$ cat config.mk
export PLATFORM = sky130hd
export DESIGN_NAME = escaped_frame_receiver
export DESIGN_NICKNAME = d
export VERILOG_FILES = /design/src/rtl/efr_pkg.sv /design/src/rtl/escaped_frame_receiver.sv /design/src/rtl/efr_apb_regs.sv /design/src/rtl/efr_deframe_core.sv
export SDC_FILE = /design/constraint.sdc
export NUM_CORES = 1
export LEC_CHECK = 0
export BUFFER_PORTS_ARGS = -buffer_cell sky130_fd_sc_hd__buf_2
export CAP_MARGIN = 0
export CORE_MARGIN = 2
export CORE_UTILIZATION = 49
export DETAILED_ROUTE_END_ITERATION = 8
export HOLD_SLACK_MARGIN = 0.12
export PLACE_DENSITY_LB_ADDON = 0.08
export SLEW_MARGIN = 10
export SYNTH_ARGS = -nofsm -noshare
export SYNTH_HDL_FRONTEND = slang
export SYNTH_HIERARCHICAL = 1
export SYNTH_SLANG_ARGS = --single-unit
$ cat constraint.sdc
create_clock -name aclk -period 5.3 [get_ports aclk]
set_clock_uncertainty 0.15 [all_clocks]
set_input_delay 0.53 -clock aclk [delete_from_list [all_inputs] [get_ports aclk]]
set_output_delay 0.53 -clock aclk [all_outputs]
set_load 0.1 [all_outputs]
$ cat src/rtl/efr_pkg.sv
// Package for the escaped frame receiver: field widths, register map,
// reset values of the delimiter codes and the shared struct types.
// No dependencies.
package efr_pkg;

    localparam int BYTE_W  = 8;
    localparam int SLOT_W  = 2;
    localparam int INDEX_W = 6;
    localparam int LEN_W   = 7;
    localparam int ADDR_W  = 4;
    localparam int DATA_W  = 32;

    localparam int DEFAULT_SLOTS       = 4;
    localparam int DEFAULT_FRAME_BYTES = 64;

    localparam logic [BYTE_W-1:0] START_CODE_RST  = 8'hC8;
    localparam logic [BYTE_W-1:0] END_CODE_RST    = 8'hC9;
    localparam logic [BYTE_W-1:0] ESCAPE_CODE_RST = 8'hCB;
    localparam logic [BYTE_W-1:0] ESC_OR_MASK     = 8'hC0;

    typedef enum logic [1:0] {
        REG_START  = 2'd0,
        REG_END    = 2'd1,
        REG_ESCAPE = 2'd2
    } reg_idx_t;

    typedef struct packed {
        logic [BYTE_W-1:0] start_code;
        logic [BYTE_W-1:0] end_code;
        logic [BYTE_W-1:0] escape_code;
    } codes_t;

    typedef struct packed {
        logic               valid;
        logic [SLOT_W-1:0]  slot;
        logic [INDEX_W-1:0] byte_index;
        logic [BYTE_W-1:0]  data_byte;
        logic               write_valid;
        logic               frame_done;
        logic [LEN_W-1:0]   frame_length;
    } result_t;

endpackage

$ cat src/rtl/escaped_frame_receiver.sv
// Escaped frame receiver top level: register file, input register, deframing core and
// output register. Depends on efr_pkg, efr_apb_regs and efr_deframe_core.
// A result request is offered from the output register once its byte has left the input register.
// Throughput: one byte per cycle unless the output is held; the state update is an unpipelined loop.
// Reset: synchronous, active low; clears the fill index, escape flag and
// slot, empties both registers and restores the default codes.
module escaped_frame_receiver #(
    parameter int SLOTS       = efr_pkg::DEFAULT_SLOTS,
    parameter int FRAME_BYTES = efr_pkg::DEFAULT_FRAME_BYTES
) (
    input  logic                        aclk,
    input  logic                        aresetn,
    input  logic                        psel,
    input  logic                        penable,
    input  logic                        pwrite,
    input  logic [efr_pkg::ADDR_W-1:0]  paddr,
    input  logic [efr_pkg::DATA_W-1:0]  pwdata,
    output logic [efr_pkg::DATA_W-1:0]  prdata,
    output logic                        pready,
    input  logic                        s_valid,
    output logic                        s_ready,
    input  logic [efr_pkg::BYTE_W-1:0]  s_rx_byte,
    output logic                        m_valid,
    input  logic                        m_ready,
    output logic [efr_pkg::SLOT_W-1:0]  m_slot,
    output logic [efr_pkg::INDEX_W-1:0] m_byte_index,
    output logic [efr_pkg::BYTE_W-1:0]  m_data_byte,
    output logic                        m_write_valid,
    output logic                        m_frame_done,
    output logic [efr_pkg::LEN_W-1:0]   m_frame_length
);

    efr_pkg::codes_t   codes;
    efr_pkg::result_t  res;
    efr_pkg::result_t  out_reg, out_next;
    logic                       in_valid_reg, in_valid_next;
    logic [efr_pkg::BYTE_W-1:0] in_byte_reg;
    logic                       advance;
    logic                       step;
    logic                       in_take;

    efr_apb_regs u_regs (
        .aclk    (aclk),
        .aresetn (aresetn),
        .psel    (psel),
        .penable (penable),
        .pwrite  (pwrite),
        .paddr   (paddr),
        .pwdata  (pwdata),
        .prdata  (prdata),
        .pready  (pready),
        .codes   (codes)
    );

    efr_deframe_core #(
        .SLOTS       (SLOTS),
        .FRAME_BYTES (FRAME_BYTES)
    ) u_core (
        .aclk    (aclk),
        .aresetn (aresetn),
        .step    (step),
        .rx_byte (in_byte_reg),
        .codes   (codes),
        .res     (res)
    );

    assign advance = !out_reg.valid || m_ready;
    assign step    = in_valid_reg && advance;
    assign s_ready = !in_valid_reg || advance;
    assign in_take = s_valid && s_ready;

    always_comb begin
        in_valid_next = in_valid_reg;
        if (in_take) begin
            in_valid_next = 1'b1;
        end else if (advance) begin
            in_valid_next = 1'b0;
        end
    end

    always_comb begin
        out_next = out_reg;
        if (advance) begin
            out_next       = res;
            out_next.valid = in_valid_reg && res.valid;
        end
    end

    always_ff @(posedge aclk) begin
        if (!aresetn) begin
            in_valid_reg  <= 1'b0;
            out_reg.valid <= 1'b0;
        end else begin
            in_valid_reg  <= in_valid_next;
            out_reg       <= out_next;
        end
    end

    always_ff @(posedge aclk) begin
        if (in_take) begin
            in_byte_reg <= s_rx_byte;
        end
    end

    assign m_valid        = out_reg.valid;
    assign m_slot         = out_reg.slot;
    assign m_byte_index   = out_reg.byte_index;
    assign m_data_byte    = out_reg.data_byte;
    assign m_write_valid  = out_reg.write_valid;
    assign m_frame_done   = out_reg.frame_done;
    assign m_frame_length = out_reg.frame_length;

    // Every request carries either a buffer write or a frame completion.
    a_result_has_meaning: assert property (@(posedge aclk) disable iff (!aresetn)
        m_valid |-> (m_write_valid || m_frame_done))
        else $error("result request carries neither write nor frame completion");

    // A length is only reported with a completed frame, and is never zero then.
    a_length_only_when_done: assert property (@(posedge aclk) disable iff (!aresetn)
        m_valid |-> (m_frame_done ? (m_frame_length != '0) : (m_frame_length == '0)))
        else $error("frame length inconsistent with frame completion");

    // The input side only stalls when both registers are full and the output is held.
    a_stall_only_when_full: assert property (@(posedge aclk) disable iff (!aresetn)
        !s_ready |-> (in_valid_reg && m_valid && !m_ready))
        else $error("input stalled without a full pipeline");

    // A held byte that is not advanced must still be present in the next cycle.
    a_held_byte_kept: assert property (@(posedge aclk) disable iff (!aresetn)
        (in_valid_reg && !advance) |=> in_valid_reg)
        else $error("stalled input byte was lost");

endmodule

$ cat src/rtl/efr_apb_regs.sv
// APB-style register file holding the start, end and escape codes.
// Depends on efr_pkg for the register map and the codes_t struct.
module efr_apb_regs (
    input  logic                       aclk,
    input  logic                       aresetn,
    input  logic                       psel,
    input  logic                       penable,
    input  logic                       pwrite,
    input  logic [efr_pkg::ADDR_W-1:0] paddr,
    input  logic [efr_pkg::DATA_W-1:0] pwdata,
    output logic [efr_pkg::DATA_W-1:0] prdata,
    output logic                       pready,
    output efr_pkg::codes_t            codes
);

    efr_pkg::codes_t codes_reg;
    efr_pkg::codes_t codes_next;
    efr_pkg::reg_idx_t reg_idx;
    logic wr_en;

    assign reg_idx = efr_pkg::reg_idx_t'(paddr[efr_pkg::ADDR_W-1:2]);
    assign wr_en   = psel && penable && pwrite;
    assign pready  = 1'b1;
    assign codes   = codes_reg;

    always_comb begin
        codes_next = codes_reg;
        if (wr_en) begin
            case (reg_idx)
                efr_pkg::REG_START:  codes_next.start_code  = pwdata[efr_pkg::BYTE_W-1:0];
                efr_pkg::REG_END:    codes_next.end_code    = pwdata[efr_pkg::BYTE_W-1:0];
                efr_pkg::REG_ESCAPE: codes_next.escape_code = pwdata[efr_pkg::BYTE_W-1:0];
                default: codes_next = codes_reg;
            endcase
        end
    end

    always_comb begin
        prdata = '0;
        case (reg_idx)
            efr_pkg::REG_START:  prdata[efr_pkg::BYTE_W-1:0] = codes_reg.start_code;
            efr_pkg::REG_END:    prdata[efr_pkg::BYTE_W-1:0] = codes_reg.end_code;
            efr_pkg::REG_ESCAPE: prdata[efr_pkg::BYTE_W-1:0] = codes_reg.escape_code;
            default: prdata = '0;
        endcase
    end

    always_ff @(posedge aclk) begin
        if (!aresetn) begin
            codes_reg.start_code  <= efr_pkg::START_CODE_RST;
            codes_reg.end_code    <= efr_pkg::END_CODE_RST;
            codes_reg.escape_code <= efr_pkg::ESCAPE_CODE_RST;
        end else begin
            codes_reg <= codes_next;
        end
    end

endmodule

$ cat src/rtl/efr_deframe_core.sv
// Deframing state (fill index, escape flag, current slot) and the decode
// of one received byte into a buffer write, a frame completion, both or neither.
// Depends on efr_pkg for the field widths and the result_t struct.
module efr_deframe_core #(
    parameter int SLOTS       = efr_pkg::DEFAULT_SLOTS,
    parameter int FRAME_BYTES = efr_pkg::DEFAULT_FRAME_BYTES
) (
    input  logic                       aclk,
    input  logic                       aresetn,
    input  logic                       step,
    input  logic [efr_pkg::BYTE_W-1:0] rx_byte,
    input  efr_pkg::codes_t            codes,
    output efr_pkg::result_t           res
);

    localparam int FILL_W = $clog2(FRAME_BYTES + 1);
    localparam int SCNT_W = $clog2(SLOTS);

    logic [FILL_W-1:0] fill_index_reg, fill_index_next;
    logic              escape_pending_reg, escape_pending_next;
    logic [SCNT_W-1:0] current_slot_reg, current_slot_next;

    logic              room_for_end;
    logic              buffer_full;
    logic [FILL_W-1:0] fill_inc;
    logic [FILL_W-1:0] len_raw;
    logic [FILL_W-1:0] len_sat;
    logic [31:0]       fill_wide;
    logic [31:0]       len_wide;
    logic [31:0]       slot_wide;

    assign room_for_end = fill_index_reg < FILL_W'(FRAME_BYTES);
    assign buffer_full  = fill_index_reg >= FILL_W'(FRAME_BYTES - 1);
    assign fill_inc     = fill_index_reg + FILL_W'(1);
    assign len_raw      = room_for_end ? fill_inc : fill_index_reg;
    assign len_sat      = (len_raw > FILL_W'(FRAME_BYTES)) ? FILL_W'(FRAME_BYTES) : len_raw;
    assign fill_wide    = {{(32-FILL_W){1'b0}}, fill_index_reg};
    assign len_wide     = {{(32-FILL_W){1'b0}}, len_sat};
    assign slot_wide    = {{(32-SCNT_W){1'b0}}, current_slot_reg};

    always_comb begin
        fill_index_next     = fill_index_reg;
        escape_pending_next = escape_pending_reg;
        current_slot_next   = current_slot_reg;
        res                 = '0;
        res.slot            = slot_wide[efr_pkg::SLOT_W-1:0];
        if (rx_byte == codes.start_code) begin
            escape_pending_next = 1'b0;
            fill_index_next     = FILL_W'(1);
            res.valid           = 1'b1;
            res.data_byte       = rx_byte;
            res.write_valid     = 1'b1;
        end else if (rx_byte == codes.end_code) begin
            res.valid        = 1'b1;
            res.frame_done   = 1'b1;
            res.frame_length = len_wide[efr_pkg::LEN_W-1:0];
            if (room_for_end) begin
                res.byte_index  = fill_wide[efr_pkg::INDEX_W-1:0];
                res.data_byte   = rx_byte;
                res.write_valid = 1'b1;
                fill_index_next = fill_inc;
            end
            if (current_slot_reg == SCNT_W'(SLOTS - 1)) begin
                current_slot_next = '0;
            end else begin
                current_slot_next = current_slot_reg + SCNT_W'(1);
            end
        end else if (!buffer_full) begin
            if (rx_byte == codes.escape_code) begin
                escape_pending_next = 1'b1;
            end else begin
                res.valid           = 1'b1;
                res.byte_index      = fill_wide[efr_pkg::INDEX_W-1:0];
                res.data_byte       = escape_pending_reg ? (rx_byte | efr_pkg::ESC_OR_MASK)
                                                         : rx_byte;
                res.write_valid     = 1'b1;
                escape_pending_next = 1'b0;
                fill_index_next     = fill_inc;
            end
        end
    end

    always_ff @(posedge aclk) begin
        if (!aresetn) begin
            fill_index_reg     <= '0;
            escape_pending_reg <= 1'b0;
            current_slot_reg   <= '0;
        end else if (step) begin
            fill_index_reg     <= fill_index_next;
            escape_pending_reg <= escape_pending_next;
            current_slot_reg   <= current_slot_next;
        end
    end

endmodule
---- Word level (Yosys, flattened, before mapping) ----
Index checks and enable logic that the tools add are counted.
storage, ports and cells
  output and inout bits ................... 60
  register bits ........................... 69
  input port bits ......................... 51
  word-level logic and storage cells ...... 78
cells by class
  reductions and logical operators ........ 20
  muxes and demuxes ....................... 25
  equality and inequality tests ........... 10
  magnitude comparators ................... 3
  bitwise gates (word level) .............. 2
  $add $sub $neg .......................... 2
operator list
  operator               number
  $mux W15               4
  $mux W7                6
  $eq A8 B8 Y1           3
  $pmux W8 S3            1
  $mux W8                2
  $mux W1                10
  $mux W9                1
  $reduce_and A3 Y1      3
  $reduce_and A2 Y1      4
  $add A7 B1 Y7 const B  1
  $ge A7 B6 Y1 const B   1
  $gt A7 B7 Y1 const B   1
  $lt A7 B7 Y1 const B   1
  $logic_and A1 B1 Y1    5
  $eq A2 B2 Y1 const B   2
  $ne A3 B1 Y1 const B   1
  $ne A3 B3 Y1 const B   1
  $reduce_or A3 Y1       1
  $add A2 B1 Y2 const B  1
  $eq A2 B1 Y1 const B   1
  $logic_not A1 Y1       2
  $logic_not A2 Y1       1
  $logic_or A1 B1 Y1     2
  $mux W2                1
  other kinds (5)        6

---- Logic depth before layout (Yosys ltp) ----
  depth after elaboration ................. 6
  gate-level depth with buffers ........... 8
  mapped depth without buffers ............ 7

---- By module ----
Netlist, hierarchy kept.
by module, submodules not included
  module                  cells an instance  seq. area each (µm²)  instances  area an instance (µm²)
  efr_deframe_core        170                200.2                 1          1392.6
  efr_apb_regs            152                480.5                 1          1365.1
  escaped_frame_receiver  46                 1031.0                1          1106.1

---- Least setup slack after synthesis ----
Ideal clock, no wire load.
  path kind ............................... input to output
  from .................................... in paddr[2] in the netlist's numbering
  to ...................................... out prdata[0] in the netlist's numbering
  slack ................................... 1.659 ns
  arrival ................................. 2.961 ns
  cell stages on the path ................. 3
  required time ........................... 4.620 ns
  path buffers ............................ 1
  cells stage by stage .................... buf_2 mux2i_1 o21ai_0
on the way
  cells in the longest elaborated chain, start to end .. 2
  elaborated cells on any way between the ends .. 4
  classes of those cells .................. 2 x eq/ne; 1 x mux; 1 x reduce/logical
RTL lines
  what                                        RTL line                      RTL
  start, declared                             escaped_frame_receiver.sv:16  input logic [efr_pkg::ADDR_W-1:0] paddr,
  $eq A2 B2 Y1, or another cell as far along  efr_apb_regs.sv:40            case (reg_idx)
  $pmux W8 S3 *                               efr_apb_regs.sv:40
  end, declared                               escaped_frame_receiver.sv:18  output logic [efr_pkg::DATA_W-1:0] prdata,
Every way passes the cells marked *; elsewhere a longest branch is shown, timed or not.

---- Final worst setup path ----
  from .................................... in paddr[3] in the netlist's numbering
  to ...................................... out prdata[1] in the netlist's numbering
Same word-level chain as after synthesis.

==> results.md <==
- Max FFs per register: 24
- Post-CTS setup buffer count: 0
- Port-buffer cells: 59
- Seq cells post-synth: 69
- Post-route DRC: 0
- Num CTS Buffers: 9
- GRT Overall Usage: 19.7%
- Bufs on Longest Clock Path: 2
- Largest net degree at the start of global routing: 41
- Sw frac: roughly a third
- Max-slew violations: 0
- Placer Congestion: 0.843
- Die W: 92.8 um
- Initial antenna violation count: 0
- Post-synth EDFFs: 33
- Internal cell power: 829 uW
- Pwr per Cell Area: 303 nW/um^2
- Switching power: 452 uW
- Mapped Cells: 368
- Final worst path period share: 54.7%
- DP Area: 4050 sq um
- Total Negative Setup Slacks: 0 ns
- Critical Path Source Type: primary input
- Antenna viol nets, final: 0
- R2r worst-path depth: 5
- CTS Hold Buffers Added: 0
- Die Area: 8610 sq um
- Commonest non-fill, non-tap cell in the layout: buf_2
- Yosys warns: 6
- Crit path DAT: 2.22 ns
- Crit path max fanout: 13
- Total grt overflow: 0
- FP Rows: 32
- Antenna diodes: 0
- Reg clk slew, reported paths: 0.07 ns
- Synth Area per Inst: 10.5 sq um
- Final min period: 2.90 ns
- Top_reg_cell synth: dfxtp_1
- Core Box Area: 7690 sq um
- Flop pwr share: a little under half
- Max-Cap Viols: 0
- Maximum clock frequency: ~350 MHz
- First-pass GRT wire length: between 10 and 15 mm
- Clock power frac: 30.0%
- Fill cells: between 700 and 800
- CTS resizes: 0
- Comb pwr share: 23.1%
- Min-Delay Path Class: in2reg
- Hold path cells: 1
- Sink Count: 69
- # IOs: roughly 110
- Seq/Total Area, Yosys: between 40% and 50%
- Most frequent cells in the layout: buf_2 (59), nand2_1 (38), dfxtp_1 (36)
- Register area: between 1500 and 2000 sq um
- Maximum VDD drop: 0.200 mV
- Async SR Flop Fraction: 0%
- Final hold viol count: 0
- Fin nets: about 470
- Crit path required time: 4.62 ns
- RSZ-0062 raised after global routing: no
- Vias in the first global route: ~2,500
- CTS tree: built
- Post-synthesis cell type count: 65
- Vias: 2,728
- 1st-iter DRT viols: 131
- Fraction of layout instances using a drive strength above 1: 24.2%
- Effective utilization at floorplan: between 50% and 60%
- DP Wirelength: 5.61 mm
- Clk Latency, worst-skew pair: 0.35 ns
- Via density: 5.22
- Die H: 92.8 um
- Final-report setup violation count: 0
- Root buf cell: clkbuf_8
- Critical path class: in2out
- Total power: 1.28 mW
- Routed WL: 8.01 mm
- Crit. End Element: output port
- Netlist Area Pre-Place: 3860 sq um
- Htree depth: 3
- Outcome: finished, final reports clean
- Relative slew margins: approximately 29%
- Area of the multi-input gates: 1870 sq um
- Least-Margin Pin Slew: 1.07 ns
- Pleak: 1.73 nW
- First drt pass iteration count: 4
- Design area: 4220 sq um
- Synth-to-Final Area Change: 9.29%
- Mean routed wirelength per cell: roughly 15 um
power by group through the flow:
stage	Clock, mW	Sequential (mW)	Combinational, mW
floorplan	0	0.689	0.194
global placement	0	0.612	0.295
detailed placement	0	0.612	0.296
CTS	0.394	0.601	0.296
global route	0.415	0.604	0.309
finish	0.384	0.601	0.296
through the flow:
stage | std cells | hold WS (ns) | util [%] | setup slack [ns]
CTS | 523 | 0.191 | 54.9 | 2.42
global route | 523 | 0.196 | 54.9 | 2.28
finish | 523 | 0.209 | 54.9 | 2.40
floorplan | 391 | 0.284 | - | 1.66
detailed placement | 507 | 0.321 | 52.7 | 2.42
global placement | 507 | 0.312 | 52.7 | 2.46
metal layers:
layer  vias up  track usage, %  part of all wire (%)
met5         -               0                     0
met4         0            6.99                   1.5
met3        17            4.72                   4.7
met2        93            29.3                    44
met1      1260            28.0                    50
li1       1358               -                     -
logic make-up (layout without fill, tap and decap cells):
family | after synthesis | count (layout) | share of synthesized area (%)
AO/OA/AOI/OAI | 58 | 58 | 11.2
XOR/XNOR | 31 | 31 | 7.42
adder cells (fa/ha/maj) | 4 | 4 | 1.30
buffers and inverters | 57 | 87 | 9.52
flip-flops | 69 | 69 | 44.3
multiplexers | 32 | 32 | 8.42
other | 2 | 25 | 0.194
AND/OR/NAND/NOR | 115 | 115 | 17.6
final timing paths:
check | from | end | slack (ns)
setup / recovery | paddr[3] | prdata[1] | 2.40
hold / removal | s_rx_byte[4] | in_byte_reg[4] | 0.21
setup reg to reg | in_byte_reg[7] | m_data_byte[4] | 2.55
hold reg to reg | u_core/current_slot_reg[0] | m_slot[0] | 0.34
synth_stat cells, drive strengths merged (9+ instances only):
master / count / area, sq um
a21boi: 9 / 71.3
a21oi: 11 / 58.8
buf: 37 / 273
dfxtp: 36 / 721
edfxtp: 33 / 991
inv: 11 / 41.3
mux2i: 31 / 310
nand2: 40 / 160
nand3: 9 / 50.1
nor2b: 12 / 75.1
nor3: 12 / 85.1
o21ai: 14 / 70.1
xnor2: 23 / 216
final cells by class:
type	instances	area share, %
inverters	12	1.07
clock buffers	14	3.85
well taps	102	3.02
repair buffers	59	6.99
flip-flops and latches	69	40.5
clock inverters	2	0.237
multi-input cells	265	44.3
critical path: stages:
cell and delay [ns]:
buf_2 0.22, nor2b_1 0.74, nand2_1 0.12, o21ai_0 0.13, buf_2 0.47
No activity file was read; power rests on OpenSTA's default activity.
